<file path="config.mk">
export PLATFORM = sky130hd
export DESIGN_NAME = ise_ctrl
export DESIGN_NICKNAME = d
export VERILOG_FILES = /design/src/sv/assert_macros.svh /design/src/sv/ise_pkg.sv /design/src/sv/ise_ctrl.sv
export SDC_FILE = /design/constraint.sdc
export NUM_CORES = 1
export LEC_CHECK = 0
export BUFFER_PORTS_ARGS = -buffer_cell sky130_fd_sc_hd__buf_2
export CAP_MARGIN = 40
export CORE_MARGIN = 4
export CORE_UTILIZATION = 49
export DETAILED_ROUTE_END_ITERATION = 10
export GPL_TIMING_DRIVEN = 0
export PLACE_DENSITY = 0.73
export SLEW_MARGIN = 15
export SYNTH_ARGS = -nofsm -noshare
export SYNTH_HDL_FRONTEND = slang
export SYNTH_SLANG_ARGS = --single-unit
</file>
<file path="constraint.sdc">
create_clock -name clk -period 5.1 [get_ports clk]
set_input_delay 0.255 -clock clk [delete_from_list [all_inputs] [get_ports clk]]
set_output_delay 0.255 -clock clk [all_outputs]
set_load 0.01 [all_outputs]
</file>
<file path="src/sv/assert_macros.svh">
// Assertion macros shared by the RTL of the serial EEPROM slave.
// No dependencies; included by files that carry concurrent checks.
`ifndef ASSERT_MACROS_SVH
`define ASSERT_MACROS_SVH

// Same-cycle implication, disabled while reset is asserted.
`define ASSERT_IMP(lbl, clk, rst_n, a, c, msg) \
	lbl: assert property (@(posedge clk) disable iff (!rst_n) (a) |-> (c)) else $error(msg);

// Next-cycle implication, disabled while reset is asserted.
`define ASSERT_NXT(lbl, clk, rst_n, a, c, msg) \
	lbl: assert property (@(posedge clk) disable iff (!rst_n) (a) |=> (c)) else $error(msg);

// Invariant that must hold at every edge outside reset.
`define ASSERT_ALWAYS(lbl, clk, rst_n, c, msg) \
	lbl: assert property (@(posedge clk) disable iff (!rst_n) (c)) else $error(msg);

`endif

</file>
<file path="src/sv/ise_pkg.sv">
`timescale 1ns / 1ps
// Shared types, constants and helpers for the serial EEPROM slave.
// No dependencies.
package ise_pkg;

	localparam int ADDR_BITS  = 13;
	localparam int DEPTH      = 1 << ADDR_BITS;
	localparam int LOG2_W     = $clog2(ADDR_BITS + 1);
	localparam int WADDR_W    = 16;
	localparam int SIZE_W     = 5;
	localparam int SMALL_LOG2 = 8;   // parts below 256 bytes
	localparam int MID_LOG2   = 12;  // parts below 4096 bytes
	localparam logic [SIZE_W-1:0] SIZE_RESET = SIZE_W'(7);
	localparam logic [3:0] BITS_PER_BYTE = 4'd8;
	localparam logic [7:0] ERASED = 8'hFF;

	typedef enum logic [3:0] {
		PH_IDLE,
		PH_START,
		PH_DEV_ACK,
		PH_ADDR_HI,
		PH_ADDR_HI_ACK,
		PH_ADDR_LO,
		PH_ADDR_LO_ACK,
		PH_READ,
		PH_READ_ACK,
		PH_WRITE,
		PH_WRITE_ACK
	} ise_phase_t;

	typedef struct packed {
		logic                 we;
		logic [ADDR_BITS-1:0] waddr;
		logic [7:0]           wdata;
		logic                 re;
		logic [ADDR_BITS-1:0] raddr;
	} ise_ram_req_t;

	// size register clamped to the fitted array
	function automatic logic [LOG2_W-1:0] eff_log2(input logic [SIZE_W-1:0] sz);
		logic [LOG2_W-1:0] r;
		if (sz > SIZE_W'(ADDR_BITS))
			r = LOG2_W'(ADDR_BITS);
		else
			r = LOG2_W'(sz);
		return r;
	endfunction

	function automatic logic [ADDR_BITS-1:0] size_mask(input logic [LOG2_W-1:0] e);
		logic [ADDR_BITS-1:0] m;
		for (int i = 0; i < ADDR_BITS; i++)
			m[i] = (LOG2_W'(i) < e);
		return m;
	endfunction

endpackage

</file>
<file path="src/sv/ise_ctrl.sv">
`timescale 1ns / 1ps
// Bus protocol engine: pin tracking, phase sequencing, address and shift registers.
// Depends on ise_pkg; drives the cell array through an ise_ram_req_t.
module ise_ctrl (
	input  logic                        clk,
	input  logic                        arst_n,
	input  logic                        ev_valid,
	input  logic                        ev_cmd,
	input  logic                        ev_level,
	input  logic                        cfg_wr_en,
	input  logic [ise_pkg::SIZE_W-1:0]  cfg_wr_data,
	input  logic [7:0]                  rd_data,
	output ise_pkg::ise_ram_req_t       ram_req,
	output logic                        sda_line
);

	logic                           scl_q, sda_host_q, drive_q, pend_q;
	ise_pkg::ise_phase_t            phase_q;
	logic [3:0]                     bit_cnt_q;
	logic [7:0]                     shift_q;
	logic [ise_pkg::WADDR_W-1:0]    waddr_q;
	logic [ise_pkg::SIZE_W-1:0]     size_q;

	logic                           scl_n, sda_host_n, drive_n, pend_n;
	ise_pkg::ise_phase_t            phase_n;
	logic [3:0]                     bit_cnt_n, bc_dec;
	logic [7:0]                     sh, sh_n, sh_in;
	logic [ise_pkg::WADDR_W-1:0]    waddr_n, waddr_inc;
	logic [ise_pkg::LOG2_W-1:0]     eff;
	logic [ise_pkg::ADDR_BITS-1:0]  mask;
	logic [ise_pkg::WADDR_W-1:0]    mask_w;

	// read data lands in the cycle after the request: forward it
	assign sh        = pend_q ? rd_data : shift_q;
	assign eff       = ise_pkg::eff_log2(size_q);
	assign mask      = ise_pkg::size_mask(eff);
	assign mask_w    = ise_pkg::WADDR_W'(mask);
	assign bc_dec    = bit_cnt_q - 4'd1;
	assign sh_in     = {sh[6:0], sda_host_q};
	assign waddr_inc = (waddr_q + ise_pkg::WADDR_W'(1)) & mask_w;

	always_comb begin
		scl_n      = scl_q;
		sda_host_n = sda_host_q;
		drive_n    = drive_q;
		pend_n     = 1'b0;
		phase_n    = phase_q;
		bit_cnt_n  = bit_cnt_q;
		sh_n       = sh;
		waddr_n    = waddr_q;
		ram_req    = '0;
		if (ev_valid) begin
			if (ev_cmd) begin
				if (scl_q && ev_level && !sda_host_q) begin
					phase_n = ise_pkg::PH_IDLE;
					drive_n = 1'b1;
				end else if (scl_q && !ev_level && sda_host_q) begin
					phase_n   = ise_pkg::PH_START;
					drive_n   = 1'b1;
					bit_cnt_n = ise_pkg::BITS_PER_BYTE;
				end
				sda_host_n = ev_level;
			end else begin
				scl_n = ev_level;
				if (ev_level && !scl_q) begin
					unique case (phase_q)
						ise_pkg::PH_START, ise_pkg::PH_ADDR_HI,
						ise_pkg::PH_ADDR_LO, ise_pkg::PH_WRITE: begin
							sh_n      = sh_in;
							bit_cnt_n = bc_dec;
							if (bc_dec == 4'd0) begin
								unique case (phase_q)
									ise_pkg::PH_START: phase_n = ise_pkg::PH_DEV_ACK;
									ise_pkg::PH_ADDR_HI: begin
										waddr_n = {sh_in, 8'h00};
										phase_n = ise_pkg::PH_ADDR_HI_ACK;
									end
									ise_pkg::PH_ADDR_LO: begin
										waddr_n = waddr_q | ise_pkg::WADDR_W'(sh_in);
										phase_n = ise_pkg::PH_ADDR_LO_ACK;
									end
									default: begin
										ram_req.we    = 1'b1;
										ram_req.waddr = waddr_q[ise_pkg::ADDR_BITS-1:0] & mask;
										ram_req.wdata = sh_in;
										phase_n       = ise_pkg::PH_WRITE_ACK;
									end
								endcase
							end
						end
						ise_pkg::PH_DEV_ACK: begin
							bit_cnt_n = ise_pkg::BITS_PER_BYTE;
							if (sh[0]) begin
								phase_n       = ise_pkg::PH_READ;
								ram_req.re    = 1'b1;
								ram_req.raddr = waddr_q[ise_pkg::ADDR_BITS-1:0] & mask;
								pend_n        = 1'b1;
							end else if (eff < ise_pkg::LOG2_W'(ise_pkg::SMALL_LOG2)) begin
								waddr_n = ise_pkg::WADDR_W'(sh[7:1]);
								phase_n = ise_pkg::PH_WRITE;
							end else if (eff < ise_pkg::LOG2_W'(ise_pkg::MID_LOG2)) begin
								waddr_n = ise_pkg::WADDR_W'({sh[3:1], 8'h00});
								phase_n = ise_pkg::PH_ADDR_LO;
							end else begin
								phase_n = ise_pkg::PH_ADDR_HI;
							end
						end
						ise_pkg::PH_ADDR_HI_ACK: begin
							phase_n   = ise_pkg::PH_ADDR_LO;
							bit_cnt_n = ise_pkg::BITS_PER_BYTE;
						end
						ise_pkg::PH_ADDR_LO_ACK: begin
							phase_n   = ise_pkg::PH_WRITE;
							waddr_n   = waddr_q & mask_w;
							bit_cnt_n = ise_pkg::BITS_PER_BYTE;
						end
						ise_pkg::PH_READ: begin
							bit_cnt_n = bc_dec;
							if (bc_dec == 4'd0)
								phase_n = ise_pkg::PH_READ_ACK;
						end
						ise_pkg::PH_READ_ACK: begin
							phase_n       = ise_pkg::PH_READ;
							bit_cnt_n     = ise_pkg::BITS_PER_BYTE;
							waddr_n       = waddr_inc;
							ram_req.re    = 1'b1;
							ram_req.raddr = waddr_inc[ise_pkg::ADDR_BITS-1:0];
							pend_n        = 1'b1;
						end
						ise_pkg::PH_WRITE_ACK: begin
							phase_n   = ise_pkg::PH_WRITE;
							bit_cnt_n = ise_pkg::BITS_PER_BYTE;
							waddr_n   = waddr_inc;
						end
						default: ;
					endcase
				end else if (!ev_level && scl_q) begin
					unique case (phase_q)
						ise_pkg::PH_DEV_ACK, ise_pkg::PH_ADDR_HI_ACK,
						ise_pkg::PH_ADDR_LO_ACK, ise_pkg::PH_WRITE_ACK: drive_n = 1'b0;
						ise_pkg::PH_READ: begin
							drive_n = sh[7];
							sh_n    = {sh[6:0], 1'b0};
						end
						default: drive_n = 1'b1;
					endcase
				end
			end
		end
	end

	assign sda_line = sda_host_n & drive_n;

	always_ff @(posedge clk or negedge arst_n) begin
		if (!arst_n) begin
			scl_q      <= 1'b0;
			sda_host_q <= 1'b0;
			drive_q    <= 1'b1;
			pend_q     <= 1'b0;
			phase_q    <= ise_pkg::PH_IDLE;
			bit_cnt_q  <= 4'd0;
			shift_q    <= 8'h00;
			waddr_q    <= '0;
			size_q     <= ise_pkg::SIZE_RESET;
		end else begin
			scl_q      <= scl_n;
			sda_host_q <= sda_host_n;
			drive_q    <= drive_n;
			pend_q     <= pend_n;
			phase_q    <= phase_n;
			bit_cnt_q  <= bit_cnt_n;
			shift_q    <= sh_n;
			waddr_q    <= waddr_n;
			if (cfg_wr_en)
				size_q <= cfg_wr_data;
		end
	end

endmodule

</file>
==> results of run 1 <==
cells by family (layout without fill, tap and decap cells):
| logic type | count (synthesis) | count (layout) | share of synthesized area [%] |
|---|---|---|---|
| mux | 21 | 21 | 6.81 |
| buf+inv | 38 | 103 | 5.86 |
| fa+ha+maj | 4 | 4 | 1.49 |
| simple gates | 190 | 190 | 30.5 |
| compound gates | 123 | 123 | 24.8 |
| xor+xnor | 5 | 5 | 1.34 |
| flops | 38 | 38 | 29.2 |
layout by cell type (no fill, tap or decap), types with 6 or more instances in the layout:
| cell | netlist | final |
|---|---|---|
| nor2_1 | 50 | 50 |
| nand2b_1 | 12 | 12 |
| nor3_1 | 24 | 24 |
| a22oi_1 | 7 | 7 |
| dfrtp_1 | 34 | 34 |
| o22ai_1 | 9 | 9 |
| mux2_2 | 6 | 6 |
| clkbuf_8 | 0 | 6 |
| a21oi_1 | 29 | 29 |
| mux2i_1 | 14 | 14 |
| nand2_1 | 34 | 34 |
| nor3b_1 | 7 | 7 |
| nor2b_1 | 10 | 10 |
| nand3_1 | 15 | 15 |
| o21ai_0 | 23 | 23 |
| clkbuf_1 | 12 | 12 |
| o21ai_1 | 10 | 10 |
| inv_1 | 10 | 10 |
| buf_2 | 9 | 64 |
power breakdown:
group	leakage, nW	switching, mW	internal, mW
logic	1.08	0.555	0.320
registers	0.481	0.101	0.402
clock network	0.0714	0.124	0.209
total	1.64	0.780	0.930
path summary, 6_finish.rpt:
check / from / end / slack (ns) / cells after the start
max: phase_q[2] / ram_req[3] / 2.16 / 7
min: cfg_wr_data[1] / size_q[1] / 0.18 / 2
max reg2reg: phase_q[3] / waddr_q[7] / 3.00 / 7
min reg2reg: drive_q / drive_q / 0.52 / 1
max in group asynchronous: arst_n / size_q[0] / 4.15 / 3
min in group asynchronous: arst_n / waddr_q[7] / 0.39 / 2
what timing repair did:
| action | 4_1_cts | 5_1_grt |
|---|---|---|
| resized for setup | 0 | 0 |
| endpoints found under the hold margin | 13 | 0 |
| hold buffers | 1 | 0 |
registers in the layout, indices dropped and copies added (netlist names):
name,flops
size_q,5
bit_cnt_q,4
waddr_q,13
sda_host_q,1
drive_q,1
pend_q,1
scl_q,1
phase_q,4
shift_q,8
final cells by class:
| class | count | share of cell area [%] |
|---|---|---|
| multi-input cells | 343 | 55.6 |
| repair buffers | 57 | 8.01 |
| clock inverters | 2 | 1.58 |
| plain buffers | 27 | 3.94 |
| inverters | 11 | 1.08 |
| clock buffers | 6 | 2.17 |
| well taps | 77 | 2.53 |
| flip-flops and latches | 38 | 25.1 |
metrics by stage:
step / hold slack, ns / cells / worst slack (ns)
2_1_floorplan: -0.0406 / 419 / 3.09
6_report: 0.178 / 561 / 2.16
5_1_grt: 0.180 / 561 / 2.10
3_3_place_gp: 0.426 / 550 / 2.55
3_5_place_dp: 0.204 / 552 / 2.61
4_1_cts: 0.175 / 561 / 2.27
Yosys cell counts, types with 12 or more instances:
library cell   n
nor3_1        24
a21oi_1       29
nand2b_1      12
nand3_1       15
nor2_1        50
mux2i_1       14
nand2_1       34
o21ai_0       23
dfrtp_1       34
clkbuf_1      12
routing by layer:
layer  global-route usage, %  share of wire, %  vias to the layer above  wire [um]
li1                        -                 -                     1663          -
met1                    40.9                44                     1685       4580
met2                    39.0                43                      228       4490
met3                    4.65                11                       21       1130
met4                    10.4               2.0                        0        212
met5                       0                 0                        -          0
==> summary.txt, run 1 <==
Outcome
  • Status: finished, final reports clean

Floorplan
  • Num ports: 56
  • Die Wd: around 90 um
  • Initial Util: around half
  • Cell row count: 29
  • Die Y: around 90 um
  • Core area: 6420 um^2
  • Die area: approximately 8000 um^2

Power and ir drop
  • Peak VDD IR: roughly 0.24 mV
  • P_leak: between 1.5 and 2 nW
  • Power density cells: about 450 nW/um^2
  • Post-route total power: approximately 1.7 mW

Clock tree
  • Inserted Clock Buffers: 5
  • Clk root buf: clkbuf_8
  • H-tree levels: 2
  • Clock buffer depth: 2
  • # Post-CTS Setup Buffers: 0
  • Clock Sinks: 38
  • Clock-pin slew on the worst setup and hold paths: roughly 0.080 ns
  • CTS tree: yes
  • Clk Latency, worst-skew pair: around 0.32 ns

STA
  • Clk_skew: about 0.021 ns
  • Final Hold Fails: 0
  • Final Max Tran Viols: 0
  • Fmax: 340 MHz
  • Fin crit period: about 2.9 ns
  • Final setup fails: 0
  • RSZ-0062 raised after global routing: false
  • Sum Neg Setup Slack: 0 ns
  • Measured slew at the worst slew-check pin: between 0.8 and 0.9 ns
  • Final Cycle Share: approximately 58%
  • Worst rel slew slack: 43.4%

Finish
  • Fillers: about 600
  • Area occupied by registers: around 960 um^2
  • P&R area growth vs syn: 16.7%
  • Antenna Cells: 0
  • Layout cells sized above 1: 21.5%
  • Post-Layout Inst Area: around 3800 um^2
  • Final core utilization: 59.4%
  • Footprint of the multi-input gates: between 2000 and 2500 um^2
  • Final net count: 505

GRT
  • Initial antenna violation count: 0
  • First-pass GRT wire length: 16800 um
  • Largest net degree at the start of global routing: 25
  • Vias in the first global route: between 3000 and 4000
  • All-Layer GR Usage: between 20% and 30%
  • Grt total ovfl: 0

Setup path
  • Crit Path Max Fanout: 10
  • Crit-path most repeated cell: buf_2
  • Setup CP Type: reg2out
  • Crit path max-delay family: simple AND/OR/NAND/NOR gates
  • Worst Path Buf+Inv: 3
  • Worst Setup End Kind: primary output
  • Peak per-stage delay on the critical path: around 0.43 ns
  • CP arrival: roughly 2.7 ns
  • Worst EP required: about 4.9 ns
  • CP startpoint kind: flop
  • Critical-path cell list: buf_2 > or3b_1 > nor2_2 > o21ai_1 > buf_2 > nor3b_1 > buf_2
  • Crit-path slowest cell: or3b_1

Place
  • Placed instance area: 3660 um^2
  • Port-buffer cells: 54
  • Routability cong.: 0.950
  • Post-DP HPWL: between 7000 and 8000 um

Yosys
  • Post-Syn Area: 3270 um^2
  • Mean area per synthesized cell: roughly 7.8 um^2
  • Yosys warns: 0
  • Yosys top cell by area: dfrtp_1
  • Mapped Nets: around 440
  • Library cells used by synthesis: 70
  • Post-synth top flop: dfrtp_1
  • EDFF count, synth: 0
  • Synthesized instance count: about 420
  • Flops & latches, synth: 38
  • Async S/R FF share, synth: 100%
  • Sequential element share of the synthesized area: slightly below 30%
  • Yosys top cell area share: 26.0%
  • Ranking of synthesized cells by area: dfrtp_1, nor2_1, a21oi_1

Route
  • 1st-iter DRT viols: 485
  • Antenna viol nets, final: 0
  • Routed WL: 10400 um
  • Post-DR vias/cell: between 6 and 7
  • TritonRoute pass-1 iters: 5
  • DRC: 0
  • Vias post-DR: approximately 3600
  • Avg WL per Cell: approximately 19 um

Hold path
  • HP Class: in2reg

Job
  • Max Cap Viol: 0
Note: power is estimated with default switching activity, not from simulation.
==> run 2, diff against run 1 <==
clock period = 2.8 ns   (was 5.1 ns; I/O delays follow)
==> summary.txt, run 2 (synthesis gave the netlist of run 1 again) <==
STA
  • Clk_skew: 0.0190 ns (-0.00226 ns)
  • Measured slew at the worst slew-check pin: 0.862 ns (+0.0366 ns)
  • Worst rel slew slack: 42.1% (-1.4 points)
  • Final Hold Fails: 0 (unchanged)
  • Final Max Tran Viols: 0 (unchanged)
  • Fin crit period: ~2.7 ns
  • RSZ-0062 raised after global routing: false
  • Final Cycle Share: between 90% and 100%
  • Sum Neg Setup Slack: 0 ns (unchanged)
  • Final setup fails: 0 (unchanged)
  • Fmax: 375 MHz

Clock tree
  • Clock-pin slew on the worst setup and hold paths: 0.08 ns (about the same)
  • H-tree levels: 2 (unchanged)
  • Clk root buf: clkbuf_8
  • Inserted Clock Buffers: 5 (unchanged)
  • Clock buffer depth: 2 (unchanged)
  • Clock Sinks: 38 (unchanged)
  • Clk Latency, worst-skew pair: 0.31 ns (about the same)
  • CTS tree: yes

Route
  • Antenna viol nets, final: 0 (unchanged)
  • DRC: 0 (unchanged)
  • 1st-iter DRT viols: 513 (+5.8%)
  • Routed WL: 10400 um (-0.11%)
  • Post-DR vias/cell: 6.46 (+0.78%)
  • Vias post-DR: 3625 (+0.78%)
  • Avg WL per Cell: 18.5 um (-0.11%)
  • TritonRoute pass-1 iters: 5 (unchanged)

Finish
  • Max reg flops: 13 (unchanged)
  • Area occupied by registers: 956 um^2 (unchanged)
  • Fin cells: 561 (unchanged)
  • Largest regs: waddr_q x13, shift_q x8, size_q x5
  • Footprint of the multi-input gates: 2130 um^2 (+0.24%)
  • Commonest non-fill, non-tap cells in the layout: buf_2, nor2_1, nand2_1, dfrtp_1, a21oi_1
  • Fillers: 592 (-0.50%)
  • Most common cell after layout, fill and taps aside: buf_2
  • P&R area growth vs syn: 16.8%
  • Antenna Cells: 0 (unchanged)
  • Layout cells sized above 1: 21.5% (unchanged)
  • Biggest register: waddr_q
  • Final net count: 505 (unchanged)

Power and ir drop
  • Power density cells: 817 nW/um^2 (+82%)
  • Peak VDD IR: 0.441 mV (+84%)
  • P_leak: 1.64 nW (about the same)
  • Switching pwr: 1.42 mW (+83%)
  • Power share of the clock group: 19.3% (about the same)
  • Internal Power: 1.70 mW (+82%)
  • Comb pwr share: 51.3% (about the same)
  • Switching Fraction: 45.7% (+0.052 points)
  • Post-route total power: 3.12 mW (+82%)
  • Sequential power share: 29.3% (about the same)

GRT
  • Largest net degree at the start of global routing: 25 (unchanged)
  • Grt total ovfl: 0 (unchanged)
  • Vias in the first global route: 3216 (unchanged)
  • First-pass GRT wire length: 16800 um (unchanged)
  • All-Layer GR Usage: 27.3% (unchanged)
  • Initial antenna violation count: 0 (unchanged)

Place
  • Placed Instances: 552 (unchanged)
  • Port-buffer cells: 54 (unchanged)
  • Post-DP HPWL: 7640 um (unchanged)
  • Routability cong.: 0.950 (unchanged)

Setup path
  • Worst-case reg-to-reg path depth: 7 (unchanged)
  • Reg2reg start: phase_q[3]
  • Setup CP Type: reg2out
  • Crit Path Max Fanout: 10 (unchanged)
  • Worst EP required: 2.66 ns (-2.19 ns)
  • Worst Setup End Kind: primary output
  • R2r setup slk: 0.71 ns (-2.29 ns)
  • CP arrival: 2.52 ns (-0.16 ns)
  • FF-to-FF End: waddr_q[7]
  • CP startpoint kind: flop

Floorplan
  • Die Y: 89.7 um (unchanged)
  • Die area: 8040 um^2 (unchanged)
  • Num ports: 56 (unchanged)
  • Cell row count: 29 (unchanged)
  • Core area: 6420 um^2 (unchanged)
  • Die Wd: 89.7 um (unchanged)
  • Initial Util: 50.9% (unchanged)

Outcome
  • Status: finished, final reports clean

Job
  • Max Cap Viol: 0 (unchanged)

Hold path
  • HP Class: in2reg
  • Hold Crit Depth: 2 (unchanged)
  • Hold Startpoint: cfg_wr_data[1]
  • Worst Hold End: size_q[1]
[run 2: how the worst max path moves through the flow]
stage                  from     endpoint  depth (start not counted)
2_1_floorplan  bit_cnt_q[0]  ram_req[22]                          8
3_3_place_gp     phase_q[2]   ram_req[1]                          7
3_5_place_dp     phase_q[2]   ram_req[3]                          7
4_1_cts          phase_q[2]   ram_req[3]                          7
5_1_grt        bit_cnt_q[0]  ram_req[26]                          9
6_report         phase_q[2]   ram_req[1]                          7
[run 2: repair_timing]
| item | in CTS | in global routing |
|---|---|---|
| setup endpoints to repair | 0 | 3 |
| resized for setup | 0 | 1 |
| hold buffers | 1 | 0 |
| hold endpoints to repair | 13 | 0 |
| setup buffers | 0 | 0 |
[run 2: final cells by class]
| type | count | area share (%) |
|---|---|---|
| plain buffers | 27 | 3.93 |
| clock buffers | 6 | 2.16 |
| clock inverters | 2 | 1.57 |
| inverters | 11 | 1.08 |
| multi-input cells | 343 | 55.7 |
| flip-flops and latches | 38 | 25.0 |
| well taps | 77 | 2.52 |
| repair buffers | 57 | 8.00 |
[run 2: through the flow]
stage          util, %  hold slack, ns  setup slack [ns]  cell area (um^2)
3_5_place_dp      57.0          0.0890             0.425              3660
4_1_cts           59.4          0.0600            0.0896              3810
3_3_place_gp      56.6           0.311             0.364              3630
2_1_floorplan        -          -0.156             0.905              3270
5_1_grt           59.4          0.0652            0.0161              3820
6_report          59.4          0.0643             0.136              3820
[run 2: power groups by stage]
stage / Sequential (mW) / Clock, mW / Combinational, mW
5_1_grt: 0.940 / 0.627 / 1.75
3_5_place_dp: 0.915 / 0 / 1.55
3_3_place_gp: 0.906 / 0 / 1.52
6_report: 0.915 / 0.603 / 1.60
2_1_floorplan: 0.864 / 0 / 1.18
4_1_cts: 0.907 / 0.610 / 1.56
[run 2: routing by layer]
| metal | GRT usage [%] | up-vias | wire length [um] |
|---|---|---|---|
| met5 | 0 | - | 0 |
| met4 | 10.4 | 0 | 223 |
| met3 | 4.65 | 30 | 1160 |
| met2 | 39.0 | 241 | 4460 |
| met1 | 40.9 | 1686 | 4550 |
| li1 | - | 1668 | - |
[run 2: worst max-delay path: stages, from the launching register on]
cell and delay [ns]:
dfrtp_1 0.36, buf_2 0.17, or3b_1 0.45, nor2_4 0.26, o21ai_1 0.24, buf_2 0.29, nor3b_1 0.26, buf_2 0.19
